<file path="src/rtl/core/histeq_pkg.sv">
// Shared types and constants for the histogram equalizer.
`default_nettype none
package histeq_pkg;
    localparam int unsigned CountW = 25;
    localparam int unsigned SizeW = 13;
    localparam int unsigned PixW = 8;
    localparam int unsigned AreaW = 2 * SizeW;
    localparam int unsigned ProdW = CountW + PixW;
    localparam logic [CountW-1:0] CountMax = {CountW{1'b1}};
    localparam logic [PixW-1:0] GrayMax = 8'd255;
    localparam logic OpCount = 1'b0;
    localparam logic OpMap = 1'b1;
    localparam logic RegWidth = 1'b0;
    localparam logic RegHeight = 1'b1;

    typedef struct packed {
        logic                start;
        logic [ProdW-1:0]    dividend;
        logic [AreaW-1:0]    divisor;
    } t_div_req;

    typedef struct packed {
        logic                done;
        logic [ProdW-1:0]    quotient;
    } t_div_rsp;
endpackage
`default_nettype wire

</file>
<file path="src/rtl/core/histeq_div.sv">
// Restoring divider that retires one quotient bit per cycle.
`default_nettype none
module histeq_div (
    input  wire                      i_clk,
    input  wire                      i_rst_n,
    input  histeq_pkg::t_div_req     i_req,
    output histeq_pkg::t_div_rsp     o_rsp
);
    localparam int unsigned ProdW = histeq_pkg::ProdW;
    localparam int unsigned AreaW = histeq_pkg::AreaW;
    localparam int unsigned CntW = $clog2(ProdW + 1);

    logic [ProdW-1:0] r_quo, n_quo;
    logic [AreaW:0]   r_rem, n_rem;
    logic [AreaW-1:0] r_dvs, n_dvs;
    logic [CntW-1:0]  r_cnt, n_cnt;
    logic             r_busy, n_busy;
    logic             r_done, n_done;
    logic [AreaW:0]   w_shift;

    always_comb begin
        n_quo = r_quo;
        n_rem = r_rem;
        n_dvs = r_dvs;
        n_cnt = r_cnt;
        n_busy = r_busy;
        n_done = 1'b0;
        w_shift = {r_rem[AreaW-1:0], r_quo[ProdW-1]};
        if (i_req.start) begin
            n_quo = i_req.dividend;
            n_rem = '0;
            n_dvs = i_req.divisor;
            n_cnt = CntW'(ProdW);
            n_busy = 1'b1;
        end else if (r_busy) begin
            if (w_shift >= {1'b0, r_dvs}) begin
                n_rem = w_shift - {1'b0, r_dvs};
                n_quo = {r_quo[ProdW-2:0], 1'b1};
            end else begin
                n_rem = w_shift;
                n_quo = {r_quo[ProdW-2:0], 1'b0};
            end
            n_cnt = r_cnt - 1'b1;
            if (r_cnt == CntW'(1)) begin
                n_busy = 1'b0;
                n_done = 1'b1;
            end
        end
    end

    always_ff @(posedge i_clk) begin
        if (!i_rst_n) begin
            r_busy <= 1'b0;
            r_done <= 1'b0;
            r_cnt <= '0;
        end else begin
            r_busy <= n_busy;
            r_done <= n_done;
            r_cnt <= n_cnt;
        end
        r_quo <= n_quo;
        r_rem <= n_rem;
        r_dvs <= n_dvs;
    end

    assign o_rsp.done = r_done;
    assign o_rsp.quotient = r_quo;
endmodule
`default_nettype wire
</file>
<file path="config.mk">
export PLATFORM = sky130hd
export DESIGN_NAME = histeq_div
export DESIGN_NICKNAME = d
export VERILOG_FILES = /design/src/rtl/core/histeq_pkg.sv /design/src/rtl/core/histeq_div.sv
export SDC_FILE = /design/constraint.sdc
export NUM_CORES = 1
export LEC_CHECK = 0
export BUFFER_PORTS_ARGS = -buffer_cell sky130_fd_sc_hd__buf_2
export CAP_MARGIN = 10
export CORE_MARGIN = 1
export CORE_UTILIZATION = 56
export CTS_CLUSTER_DIAMETER = 150
export DETAILED_ROUTE_END_ITERATION = 8
export PLACE_DENSITY = 0.91
export SYNTH_ARGS = -nofsm -noshare
export SYNTH_HDL_FRONTEND = slang
export SYNTH_SLANG_ARGS = --single-unit
export TNS_END_PERCENT = 10
</file>
<file path="constraint.sdc">
create_clock -name i_clk -period 3.65 [get_ports i_clk]
set_clock_uncertainty 0.15 [all_clocks]
set_input_delay 0.1825 -clock i_clk [delete_from_list [all_inputs] [get_ports i_clk]]
set_output_delay 0.1825 -clock i_clk [all_outputs]
set_load 0.02 [all_outputs]
</file>
==> impl_metrics.toml, run 1 <==
[drt]
wirelength_um = 13100
avgRoutedWirePerCell_um = 17.6
vias_per_cell = 5.86
ant_nets = 0
dr.pass1.iters = 5
drt_iter0_markers = 183
drc = 0
vias = 4366

[clocking]
clk_pin_slew_worst_paths_ns = 0.10
cts_buffer_depth = 2
postCtsSetupRepairBufs = 0
cts.sinks = 93
cts_inserted_buffers = 9
cts_tree = "built"
insertion_delay_ns = 0.38
cts_max_level = 3
cts-root-buf = "clkbuf_8"

[sta]
finalCritPeriodShare_pct = 89.8
relSlewSlack_pct = 56.1
max_clock_freq_mhz = 305
tns_ns = 0
tightest_slew_ns = 0.657
period_minus_slack_ns = 3.28
rsz0062_at_grt = "false"
finalHoldViolations = 0
slew_viol_final = 0
finalSetupViolations = 0

[cells_and_area]
final_cell_mix = "buf_2 (95), dlygate4sd3_1 (59), edfxtp_1 (59)"
area_growth_pct = 27.3
num_antenna_cells = 0
layout-drive-gt1-share_pct = 25.3
layout_commonest_cell = "buf_2"
finalInstanceArea_sq_um = 6420
finalNetCount = 723

[placement]
placed_area_sq_um = 5630
place_congestion = 0.942
hpwl_um = 8360
io_buffers = 95

[floorplan]
fp-row-count = 34
start_util_pct = 57.9
die_y_um = 96.9
die_area_sq_um = 9390
core_area_sq_um = 8720
ios = 96
fp.dieW_um = 96.9

[logic_synthesis]
synth_warnings = 0
synth_largest_area_cell = "edfxtp_1"
synth_fp_nets = 567
synth_seq_area_share_pct = 48.6
synth_area_per_cell_sq_um = 10.6
synthTopCellsByArea = "edfxtp_1 (35%), dfxtp_1 (13%), mux2_2 (7.4%)"
synthDistinctLibCells = 53
yosysTopAreaCellShare_pct = 35.1
synth_flop_cell = "edfxtp_1"
synth_edf_count = 59
synth_seq_cells = 93
syn_area_sq_um = 5050
synthArstFlopShare_pct = 0
syn-instance-count = 476

[worst_hold_path]
min_to = "r_quo[0]"
hold_class = "in -> reg"
hold_depth = 3
min_from = "i_req[26]"

[setup_path]
reg2reg_setup_slack_ns = 0.37
critPathArrivalTime_ns = 3.43
reg2reg_from = "r_quo[32]"
startpoint_type = "flop"
required_ns = 3.80
path_max_fanout = 3
reg2reg_depth = 13
crit_path_end_kind = "flop"
r2r-end = "r_rem[22]"
crit_type = "reg -> reg"

[pwr]
power_frac_seq_pct = 49.1
clockPowerShare_pct = 26.3
switching_power_mw = 0.822
p_int_mw = 1.78
p_leak_nw = 2.76
power_density_nw_per_um2 = 405
switching_share_pct = 31.6
peakVddDrop_mv = 0.266
pwr-share-comb_pct = 24.6

[flow_run]
cap_violations = 0

[run_status]
status = "finished clean"

[global_route]
grt_max_degree = 40
grt_overflow = 0
grt_pass1_vias = 4477
grt_usage_pct = 29.0
grt_pass1_wl_um = 21700
antenna_found_initial = 0
==> synth_stat cells (2+ instances only) <==
cell type	n
a211oi_1	17
nor4_1	3
nand2_1	29
buf_2	4
nand3_1	3
or3_1	3
nand4_1	5
buf_4	3
xnor2_1	15
o21ai_0	23
xor2_1	10
o21bai_1	2
nand2b_1	2
a21boi_0	3
and2_1	5
mux2_2	33
dfxtp_1	34
clkbuf_1	7
a21oi_1	35
nor3_1	9
a32oi_1	5
or4_1	3
a31oi_1	3
buf_1	3
a21o_1	13
inv_1	35
o21a_1	2
o31a_1	3
mux2i_1	4
nor2b_1	2
edfxtp_1	59
o211ai_1	3
ha_1	28
o31ai_1	6
nor2_1	44
==> what timing repair did <==
item	CTS	global route
setup endpoints to repair	0	1
hold endpoints to repair	61	0
gates resized for setup	0	1
hold buffers	59	0
==> final cells by class <==
class	instances	area, sq um
flip-flops and latches	93	2450
multi-input cells	329	2370
fillers	546	2300
repair buffers	163	1130
clock buffers	10	138
inverters	36	135
well taps	108	135
clock inverters	6	55.1
==> kinds of logic (layout without fill, tap and decap cells) <==
family / Yosys count / in the layout / synth area share [%]
AOI/OAI and AO/OA: 126 / 126 / 16.9
xor gates and xnor gates: 25 / 25 / 4.34
buffers and inverters: 54 / 215 / 4.49
adders and majority gates: 29 / 29 / 7.34
and+or+nand+nor: 112 / 112 / 10.2
DFF: 93 / 93 / 48.6
muxes: 37 / 37 / 8.16
==> stage by stage <==
| step | hold WS, ns | power, mW | worst slack, ns | util (%) | instances |
|---|---|---|---|---|---|
| 6_report | 0.0158 | 2.60 | 0.373 | 73.6 | 745 |
| 5_1_grt | 0.0244 | 2.71 | 0.0645 | 73.6 | 745 |
| 4_1_cts | 0.0102 | 2.58 | 0.332 | 73.6 | 745 |
| 3_5_place_dp | 0.211 | 1.86 | 0.369 | 64.6 | 670 |
| 3_3_place_gp | 0.212 | 1.84 | 0.499 | 64.6 | 670 |
| 2_1_floorplan | 0.131 | 1.69 | 0.342 | - | 476 |
==> routing by layer <==
metal / part of all wire (%) / wire length [um] / vias up / track usage [%]
met5: 0 / 0 / - / 0
met4: 3.2 / 418 / 0 / 14.7
met3: 8.1 / 1060 / 39 / 7.01
met2: 48 / 6350 / 232 / 48.6
met1: 40 / 5280 / 2035 / 34.6
li1: - / - / 2060 / -
==> flip-flops by register name, indices dropped and copies added (netlist names) <==
| register | cells |
|---|---|
| r_rem | 26 |
| r_done | 1 |
| r_quo | 33 |
| r_cnt | 6 |
| r_dvs | 26 |
| r_busy | 1 |
==> power by group through the flow <==
| stage | Clock [mW] | Combinational (mW) | Sequential (mW) |
|---|---|---|---|
| after global placement | 0 | 0.550 | 1.29 |
| final | 0.683 | 0.640 | 1.28 |
| after floorplan | 0 | 0.358 | 1.33 |
| after detailed placement | 0 | 0.567 | 1.29 |
| after CTS | 0.686 | 0.620 | 1.27 |
| after global routing | 0.732 | 0.692 | 1.28 |
==> critical path: stages, from the launching register on <==
cell      delay, ns
edfxtp_1       0.42
inv_1          0.08
ha_1           0.17
inv_1          0.06
fa_1           0.42
a211oi_1       0.31
o21ai_0        0.15
a31oi_1        0.27
o221a_2        0.26
o21ai_0        0.15
a221oi_2       0.32
xnor2_1        0.16
nand2_1        0.09
a221oi_2       0.20
==> worst max-delay path by stage <==
stage / from / endpoint / cells after the start
2_1_floorplan: r_quo[32] / r_rem[22] / 13
3_3_place_gp: r_quo[32] / r_rem[22] / 13
3_5_place_dp: r_quo[32] / r_rem[22] / 13
4_1_cts: r_quo[32] / r_rem[22] / 13
5_1_grt: r_quo[32] / r_rem[22] / 13
6_report: r_quo[32] / r_rem[22] / 13
Note: power is estimated with default switching activity, not from simulation.
==> inputs of run 2 (changes only) <==
==> constraint.sdc (replaced) <==
create_clock -name i_clk -period 3.7 [get_ports i_clk]
set_clock_uncertainty 0.15 [all_clocks]
set_input_delay 0.185 -clock i_clk [delete_from_list [all_inputs] [get_ports i_clk]]
set_output_delay 0.185 -clock i_clk [all_outputs]
set_load 0.02 [all_outputs]
==> impl_metrics.toml, run 2 (same netlist as run 1, synthesis figures left out) <==
[placement]
place_congestion = 0.919
hpwl_um = 8260
io_buffers = 95

[clocking]
cts-resized-gates = 0
insertion_delay_ns = 0.38
clk_pin_slew_worst_paths_ns = 0.11
cts-root-buf = "clkbuf_8"
cts_max_level = 3
postCtsSetupRepairBufs = 0
cts_inserted_buffers = 9
ctsHoldBuffers = 59
cts_tree = "built"
cts_buffer_depth = 2
cts.sinks = 93

[cells_and_area]
area_growth_pct = 26.8
multi_input_area_sq_um = 2370
regArea_sq_um = 2450
finalNetCount = 722
num_antenna_cells = 0
n_fill_cell = 564
post-route-util_pct = 73.3
layout_commonest_cell = "buf_2"
largest_reg_flops = 33
layout-drive-gt1-share_pct = 24.8
reg.largest.list = "r_quo x33, r_dvs x26, r_rem x26"
final_cell_mix = "buf_2 (95), dlygate4sd3_1 (59), edfxtp_1 (59)"
regMostFlops = "r_quo"

[setup_path]
reg2reg_from = "r_quo[32]"
endpoint = "r_rem[22]"
startpoint = "r_quo[32]"
slowest_stage = "edfxtp_1"
required_ns = 3.83
path_depth = 13
r2r-end = "r_rem[22]"
critical-path-max-stage-delay_ns = 0.42
cp_top_family = "compound AO/OA/AOI/OAI gates"
reg2reg_setup_slack_ns = 0.25
reg2reg_depth = 13
startpoint_type = "flop"
path_cells = "inv_1, ha_1, inv_1, fa_1, a211oi_1, o21ai_0, a31oi_1, o221a_2, o21ai_0, a221oi_1, xnor2_1, nand2_1, a221oi_2"
path_buf_inv = 2
path_max_fanout = 3
critPathArrivalTime_ns = 3.58
crit_type = "reg -> reg"
crit_path_end_kind = "flop"

[drt]
vias = 4426
dr.pass1.iters = 6
drc = 0
wirelength_um = 13700
ant_nets = 0
vias_per_cell = 5.95
drt_iter0_markers = 266
avgRoutedWirePerCell_um = 18.5

[floorplan]
die_area_sq_um = 9390
die_y_um = 96.9
fp.dieW_um = 96.9
ios = 96
core_area_sq_um = 8720
fp-row-count = 34
start_util_pct = 57.9

[global_route]
grt_pass1_vias = 4571
grt_overflow = 0
antenna_found_initial = 0
use_met3_pct = 7.37
grt_usage_pct = 30.1
grt_use_met1_pct = 35.5
use_met2_pct = 51.1
busiest_layer = "met2"
grt_pass1_wl_um = 22400
grt_max_degree = 50

[sta]
relSlewSlack_pct = 24.2
finalCritPeriodShare_pct = 93.2
finalSetupViolations = 0
rsz0062_at_grt = "false"
finalHoldViolations = 0
period_minus_slack_ns = 3.45
max_clock_freq_mhz = 290
tns_ns = 0
slew_viol_final = 0
tightest_slew_ns = 1.13

[flow_run]
cap_violations = 0

[pwr]
peakVddDrop_mv = 0.280
p_leak_nw = 2.74
power_density_nw_per_um2 = 399

[worst_hold_path]
hold_class = "in -> reg"

[run_status]
status = "finished clean"
==> run 2: per-layer routing <==
layer  up-vias  share of wire, %
li1       2051                 -
met1      2075                39
met2       256                48
met3        44               8.4
met4         0               4.3
met5         -                 0
==> run 2: through the flow <==
step	cells	total power, mW	worst slack [ns]	hold slack [ns]	area (sq um)
after global placement	669	1.81	0.542	0.214	5630
after floorplan	476	1.66	0.392	0.134	5050
after CTS	744	2.52	0.363	0.0708	6400
after global routing	744	2.66	0.0172	0.0946	6400
final	744	2.56	0.252	0.0842	6400
after detailed placement	669	1.83	0.390	0.213	5630
==> run 2: report_power, final <==
| part | internal, mW | switching (mW) | total [mW] | leakage [nW] |
|---|---|---|---|---|
| registers | 1.20 | 0.0553 | 1.26 | 0.864 |
| logic | 0.275 | 0.362 | 0.636 | 1.79 |
| clock network | 0.256 | 0.406 | 0.662 | 0.0854 |
==> run 2: worst register-to-register path, cell delays in order, from the launching register on <==
cell      delay [ns]
edfxtp_1        0.42
inv_1           0.08
ha_1            0.17
inv_1           0.06
fa_1            0.42
a211oi_1        0.38
o21ai_0         0.16
a31oi_1         0.28
o221a_2         0.26
o21ai_0         0.14
a221oi_1        0.37
xnor2_1         0.16
nand2_1         0.09
a221oi_2        0.21
==> run 2: area by class of cell <==
type                    instances  share of cell area (%)
clock buffers                  10                    2.00
clock inverters                 6                   0.822
multi-input cells             329                    37.0
flip-flops and latches         93                    38.3
well taps                     108                    2.11
inverters                      36                    2.11
repair buffers                162                    17.6
==> run 2: worst min-delay path by stage <==
stage | start | to | cells after the start
global route | i_req[26] | r_quo[0] | 3
global placement | i_req[25] | r_dvs[25] | 1
detailed placement | i_req[5] | r_dvs[5] | 1
finish | i_req[26] | r_quo[0] | 3
CTS | i_req[26] | r_quo[0] | 3
floorplan | i_req[0] | r_dvs[0] | 0
==> inputs of run 3 (changes only) <==
--- a/config.mk
+++ b/config.mk
@@ -11,7 +11,7 @@
 export CORE_UTILIZATION = 56
 export CTS_CLUSTER_DIAMETER = 150
 export DETAILED_ROUTE_END_ITERATION = 8
-export PLACE_DENSITY = 0.91
+export PLACE_DENSITY = 0.83
 export SYNTH_ARGS = -nofsm -noshare
 export SYNTH_HDL_FRONTEND = slang
 export SYNTH_SLANG_ARGS = --single-unit
==> constraint.sdc (replaced) <==
create_clock -name i_clk -period 3.35 [get_ports i_clk]
set_clock_uncertainty 0.15 [all_clocks]
set_input_delay 0.1675 -clock i_clk [delete_from_list [all_inputs] [get_ports i_clk]]
set_output_delay 0.1675 -clock i_clk [all_outputs]
set_load 0.02 [all_outputs]
==> impl_metrics.toml, run 3 (same netlist as run 1, synthesis figures left out) <==
[run_status]
status = "finished clean"

[pwr]
peakVddDrop_mv = 0.325
p_leak_nw = 2.78
switching_power_mw = 0.915
power.total_mw = 2.85
power_density_nw_per_um2 = 440
clockPowerShare_pct = 26.3
pwr-share-comb_pct = 25.0
switching_share_pct = 32.2
power_frac_seq_pct = 48.7
p_int_mw = 1.93

[clocking]
insertion_delay_ns = 0.39
cts_tree = "built"
cts_inserted_buffers = 9
cts_buffer_depth = 2
cts.sinks = 93
clk_pin_slew_worst_paths_ns = 0.12
cts-root-buf = "clkbuf_8"
cts_max_level = 3

[global_route]
grt_pass1_vias = 4424
grt_pass1_wl_um = 20700
antenna_found_initial = 0
grt_max_degree = 34
grt_overflow = 0
grt_usage_pct = 27.8

[floorplan]
fp.dieW_um = 96.9
core_area_sq_um = 8720
start_util_pct = 57.9
fp-row-count = 34
die_y_um = 96.9
ios = 96
die_area_sq_um = 9390

[setup_path]
required_ns = 3.49
crit_path_end_kind = "flop"
crit_type = "reg -> reg"
startpoint = "r_dvs[1]"
startpoint_type = "flop"
path_max_fanout = 4
critPathArrivalTime_ns = 3.40
reg2reg_from = "r_dvs[1]"

[flow_run]
cap_violations = 0

[drt]
ant_nets = 0
avgRoutedWirePerCell_um = 17.2
dr.pass1.iters = 4
drc = 0
drt_iter0_markers = 181
vias = 4387
wirelength_um = 12900
vias_per_cell = 5.84

[sta]
slew_viol_final = 0
finalHoldViolations = 0
relSlewSlack_pct = 29.1
finalSetupViolations = 0
finalCritPeriodShare_pct = 97.3
period_minus_slack_ns = 3.26
hold_slack_ns = 0.0516
worst_slack_ns = 0.0914
rsz0062_at_grt = "true"
tightest_slew_ns = 1.06
tns_ns = 0
max_clock_freq_mhz = 307

[placement]
place_congestion = 0.932
io_buffers = 95
hpwl_um = 8040
placed_area_sq_um = 5650
place_inst = 672
place_ws_ns = 0.107

[cells_and_area]
final_cell_mix = "buf_2 (95), dlygate4sd3_1 (59), edfxtp_1 (59)"
reg.largest.list = "r_quo x33, r_dvs x26, r_rem x26"
finalNetCount = 729
num_antenna_cells = 0
post-route-util_pct = 74.2
largest_reg_flops = 33
area_growth_pct = 28.3
layout_commonest_cell = "buf_2"
fin_cells = 751
layout-drive-gt1-share_pct = 26.4
n_fill_cell = 584
regMostFlops = "r_quo"
finalInstanceArea_sq_um = 6470

[worst_hold_path]
min_from = "i_req[26]"
hold_class = "in -> reg"
==> run 3: cell types whose count changed in the layout (fill, tap and decap cells not counted), moves of 2 or more <==
| cell | change |
|---|---|
| buf_4 | +7 |
| inv_6 | +2 |
| ha_2 | +2 |
| clkinvlp_4 | -2 |
| ha_1 | -2 |
==> run 3: path summary, 6_finish.rpt <==
kind	cells past startpoint	to	slack, ns
worst min-delay path	3	r_quo[0]	0.05
worst min register to register	2	r_rem[13]	0.34
worst max register to register	11	r_rem[15]	0.09
worst max-delay path	11	r_rem[15]	0.09
==> run 3: repair_timing <==
item / in CTS / in global routing
gates resized for setup: 0 / 5
setup buffers: 0 / 4
endpoints found under the hold margin: 61 / 0
hold buffers: 59 / 0
endpoints found under the setup margin: 0 / 17
==> run 3: power by group through the flow <==
stage | sequential [mW] | clock [mW] | combinational [mW]
floorplan | 1.45 | 0 | 0.390
global placement | 1.40 | 0 | 0.603
detailed placement | 1.40 | 0 | 0.621
CTS | 1.38 | 0.749 | 0.678
global route | 1.39 | 0.801 | 0.771
finish | 1.39 | 0.749 | 0.711
==> run 3: worst max-delay path, stage by stage, from the launching register on <==
cell and delay, ns:
edfxtp_1 0.38, inv_1 0.10, ha_1 0.25, nor2b_1 0.16, o31a_1 0.28, o31a_1 0.32, or4_1 0.56, a21boi_0 0.31
o21ai_0 0.16, xor2_1 0.19, mux2i_1 0.10, a211oi_1 0.22
==> run 3: cell type report <==
cell class              count  area (sq um)  area share (%)
flip-flops and latches     93          2450            37.9
multi-input cells         329          2390            36.9
repair buffers            169          1180            18.2
inverters                  36           135            2.09
well taps                 108           135            2.09
clock buffers               9           124            1.91
clock inverters             7          61.3           0.947
==> run 3: metal layers <==
layer / GRT usage [%] / vias up / part of all wire, %
met5: 0 / - / 0
met4: 11.0 / 0 / 2.4
met3: 6.43 / 31 / 7.3
met2: 49.1 / 210 / 50
met1: 32.5 / 2070 / 40
li1: - / 2076 / -
